**config.mk**
```make
export PLATFORM = sky130hd
export DESIGN_NAME = sbig_mod
export DESIGN_NICKNAME = d
export VERILOG_FILES = /design/src/sv/sbig_pkg.sv /design/src/sv/sbig_mod.sv
export SDC_FILE = /design/constraint.sdc
export NUM_CORES = 1
export LEC_CHECK = 0
export BUFFER_PORTS_ARGS = -buffer_cell sky130_fd_sc_hd__buf_2
export CAP_MARGIN = 20
export CELL_PAD_IN_SITES_DETAIL_PLACEMENT = 0
export CELL_PAD_IN_SITES_GLOBAL_PLACEMENT = 1
export CORE_MARGIN = 2
export CORE_UTILIZATION = 40
export CTS_CLUSTER_SIZE = 25
export DETAILED_ROUTE_END_ITERATION = 8
export PLACE_DENSITY = 0.73
export SYNTH_ARGS = -nofsm -noshare
export SYNTH_HDL_FRONTEND = slang
export SYNTH_SLANG_ARGS = --single-unit
```
**constraint.sdc**
```tcl
create_clock -name clock -period 9.1 [get_ports clock]
set_input_delay 0 -clock clock [delete_from_list [all_inputs] [get_ports clock]]
set_output_delay 0 -clock clock [all_outputs]
set_load 0.02 [all_outputs]
```
**src/sv/sbig_pkg.sv**
```systemverilog
// Shared types and constants for the shuffled batch index generator.
// No dependencies.
package sbig_pkg;

   localparam int RANDOM_W    = 64;
   localparam int IDX_W       = 28;
   localparam int BCOUNT_W    = 13;
   localparam int BSTRIDE_W   = 17;
   localparam int LBLOCKS_W   = 7;
   localparam int SCOUNT_W    = 11;
   localparam int SFIRST_W    = 10;
   localparam int CSR_IDX_W   = 3;
   localparam int CSR_DATA_W  = 17;

   typedef enum logic [CSR_IDX_W-1:0] {
      REG_BATCH_COUNT       = 3'd0,
      REG_BLOCKS_IN_BATCH   = 3'd1,
      REG_BLOCKS_IN_LOCAL   = 3'd2,
      REG_SHARD_COUNT       = 3'd3,
      REG_FIRST_SHARD       = 3'd4
   } csr_reg_type;

endpackage

```
**src/sv/sbig_mod.sv**
```systemverilog
// Bit-serial restoring modulo: 64-bit dividend by a narrow divisor, one bit per cycle.
// Depends on sbig_pkg.
module sbig_mod
   import sbig_pkg::*;
#(
   parameter int DIV_W = 13
) (
   input  logic                clock,
   input  logic                reset,
   input  logic                start,
   input  logic [RANDOM_W-1:0] dividend,
   input  logic [DIV_W-1:0]    divisor,
   output logic                done,
   output logic [DIV_W-1:0]    remainder
);

   localparam int CNT_W = $clog2(RANDOM_W);

   logic                busy_ff;
   logic                done_ff;
   logic [CNT_W-1:0]    cnt_ff;
   logic [RANDOM_W-1:0] dvd_ff;
   logic [DIV_W-1:0]    dvs_ff;
   logic [DIV_W-1:0]    rem_ff;
   logic [DIV_W:0]      trial;
   logic [DIV_W-1:0]    rem_in;

   always_comb begin
      trial = {rem_ff, dvd_ff[RANDOM_W-1]};
      if (trial >= {1'b0, dvs_ff}) begin
         trial = trial - {1'b0, dvs_ff};
      end
      rem_in = trial[DIV_W-1:0];
   end

   always_ff @(posedge clock) begin
      if (reset) begin
         busy_ff <= 1'b0;
         done_ff <= 1'b0;
         cnt_ff  <= '0;
      end else begin
         done_ff <= 1'b0;
         if (start) begin
            busy_ff <= 1'b1;
            cnt_ff  <= '0;
            dvd_ff  <= dividend;
            dvs_ff  <= divisor;
            rem_ff  <= '0;
         end else if (busy_ff) begin
            rem_ff <= rem_in;
            dvd_ff <= {dvd_ff[RANDOM_W-2:0], 1'b0};
            cnt_ff <= cnt_ff + CNT_W'(1);
            if (cnt_ff == CNT_W'(RANDOM_W - 1)) begin
               busy_ff <= 1'b0;
               done_ff <= 1'b1;
            end
         end
      end
   end

   assign done      = done_ff;
   assign remainder = rem_ff;

endmodule

```
==> results.ini <==
[run_status]
status=finished, final reports clean

[layout]
fin_util_pct=55.7
nNetsFinal=597
final_cell_mix=buf_2 (92), edfxtp_1 (90), dlygate4sd3_1 (78)
area_delta_synth_final_pct=35.8
final_common_cell=buf_2
antennaDiodeCount=0
drive_gt1_share_pct=35.9

[synth]
ys_async_sr_fraction_pct=0
synth.distinct_cells=54
synthFlopType=edfxtp_1
syn_area_um2=4700
synthSimpleGateAreaFrac_pct=6.31
post_synth_fa_ha_maj_area_fraction_pct=4.15
ys_seq_area_share_pct=60.9
synth.net_count=426
synth_xor_area_share_pct=1.68
synth_compound_area_share_pct=8.22
ys_ff_latch=98
synth_top_family_by_area=multiplexers
synth_mux_area_share_pct=16.2
synth_edf_count=90
synthCells=331
yosys_warnings=0
synth_area_per_cell_um2=14.2

[setup_path]
reg2reg_slack_ns=6.24
rr_endpoint=remainder[2]
start_kind=register
end_kind=register
slowest_stage=o31ai_4
r2r_cells=9
max_stage_delay_ns=0.74
reg2reg_from=dvd_ff[63]
crit_chain=inv_1 -> ha_1 -> fa_1 -> and2b_1 -> o31a_4 -> a21oi_2 -> o31ai_4 -> mux2i_1 -> nor2_1
cp_top_family=compound AO/OA/AOI/OAI gates
required_ns=9.16
worstSetupPathType=reg -> reg
critical_path_buf_inv_count=1
critical_path_arrival_ns=2.91
critPathMaxFanout=16

[route]
wl_per_cell_um=15.2
via_per_inst=4.97
vias=3232
ant_nets=0
totalWireLength_um=9890
drt_iter0_drc=126
drc=0
drtPass1Iterations=4

[placement]
gp_congestion=0.750
dp_hpwl_um=6060
io_buffers=93

[floorplan]
boundaryPins=94
dieArea_um2=12600
start_util_pct=41.0
dieWidth_um=112
coreArea_um2=11500
rows=39
die_h_um=112

[global_routing]
grt.busiest_layer=met2
track_usage_pct=16.4
antenna_found_initial=0
grt_pass1_vias=3393
use_met1_pct=20.2
grt_util_met3_pct=5.02
grt-ovfl-total=0
grt_use_met2_pct=28.0
grt_max_degree=81
grt_pass1_wl_um=16300

[sta]
setup_violations=0
final.setup_skew_ns=0.00967
period_share_pct=31.4
drv_slew=0
period_needed_ns=2.86
max_freq_mhz=350
rsz0062_at_grt=false
hold_violations=0
max-slew-margin-rel_pct=34.7
tns_ns=0
hold_ws_ns=0.128
worstMarginPinSlew_ns=0.979

[flow_run]
max-cap-violations=0

[worst_hold_path]
hold_class=in -> reg
hold-path-endpoint=busy_ff
hold_path.startpoint=start
min_path_cells=3

[cts]
cts_buffers=9
cts_max_path_buffers=2
htreeDepth=3
clock-sinks=98
hold_buffers=78
postCtsSetupBuffers=0
path_clk_slew_ns=0.06
clkLatencyLatePin_ns=0.34
cts-root-buf=clkbuf_16
cts_tree=yes
cts.repair.resized=0

[pwr]
powerDensity_nw_per_um2=175
leakage_nw=2.52
vdd_drop_max_mv=0.0964

-- Yosys cell counts, types with 4 or more instances --
| master | number | area, µm² |
|---|---|---|
| a21oi_1 | 12 | 60.1 |
| clkbuf_1 | 9 | 33.8 |
| dfxtp_1 | 8 | 160 |
| edfxtp_1 | 90 | 2700 |
| ha_1 | 14 | 175 |
| inv_1 | 17 | 63.8 |
| mux2_2 | 63 | 709 |
| mux2i_1 | 5 | 50.1 |
| nand2_1 | 12 | 45.0 |
| nand3_1 | 7 | 35.0 |
| nor2_1 | 19 | 71.3 |
| o21a_1 | 4 | 30.0 |
| o21ai_0 | 5 | 25.0 |
| or3_1 | 5 | 31.3 |
| xnor2_1 | 4 | 35.0 |
| xor2_1 | 5 | 43.8 |
-- worst reg2reg max path, delay by kind of cell (launching register included) --
family,cells,cell delay [ns]
AO/OA/AOI/OAI,3,0.97
adder cells (fa/ha/maj),2,0.62
flip-flops,1,0.35
AND/OR/NAND/NOR,2,0.30
multiplexers,1,0.28
buffers and inverters,1,0.05
-- worst max path at each step --
stage                          start           end  slack [ns]  cells past startpoint
after floorplan                start     dvd_ff[0]        4.50                      5
after global placement    dvd_ff[63]  remainder[3]        6.33                      9
after detailed placement  dvd_ff[63]  remainder[2]        6.25                      9
after CTS                 dvd_ff[63]  remainder[2]        6.24                      9
after global routing      dvd_ff[63]  remainder[2]        6.07                      9
final                     dvd_ff[63]  remainder[2]        6.24                      9
-- kinds of logic after synthesis --
| kind of cell | after synthesis |
|---|---|
| compound gates | 50 |
| xor+xnor | 9 |
| fa+ha+maj | 15 |
| buf+inv | 31 |
| flops | 98 |
| mux | 68 |
| simple gates | 60 |
-- registers in the layout, summed over array words and instances, names as in the netlist --
signal     flops
dvd_ff        64
done           1
dvs_ff        13
remainder     13
cnt_ff         6
busy_ff        1
-- per-stage QoR --
step,cells,cell area [µm²],setup slack (ns),power (mW)
finish,650,6390,6.24,1.12
global route,650,6390,6.07,1.17
CTS,650,6390,6.24,1.13
detailed placement,556,5320,6.25,0.728
global placement,556,5320,6.33,0.725
floorplan,331,4700,4.50,0.679
-- cell type report --
class	instances	area, µm²
fillers	944	5080
flip-flops and latches	98	2860
multi-input cells	202	1720
repair buffers	174	1270
clock buffers	9	225
well taps	143	179
inverters	17	63.8
clock inverters	7	60.1
-- where the power goes --
group / internal, mW / leakage (nW) / switching (mW)
registers: 0.532 / 0.924 / 0.0123
clock network: 0.210 / 0.140 / 0.160
logic: 0.103 / 1.46 / 0.0981
-- per-layer routing --
layer  vias to the layer above  part of all wire [%]
li1                       1594                     -
met1                      1537                    44
met2                        88                    49
met3                        13                   6.0
met4                         0                   1.3
met5                         -                     0
Note: power is estimated with default switching activity, not from simulation.
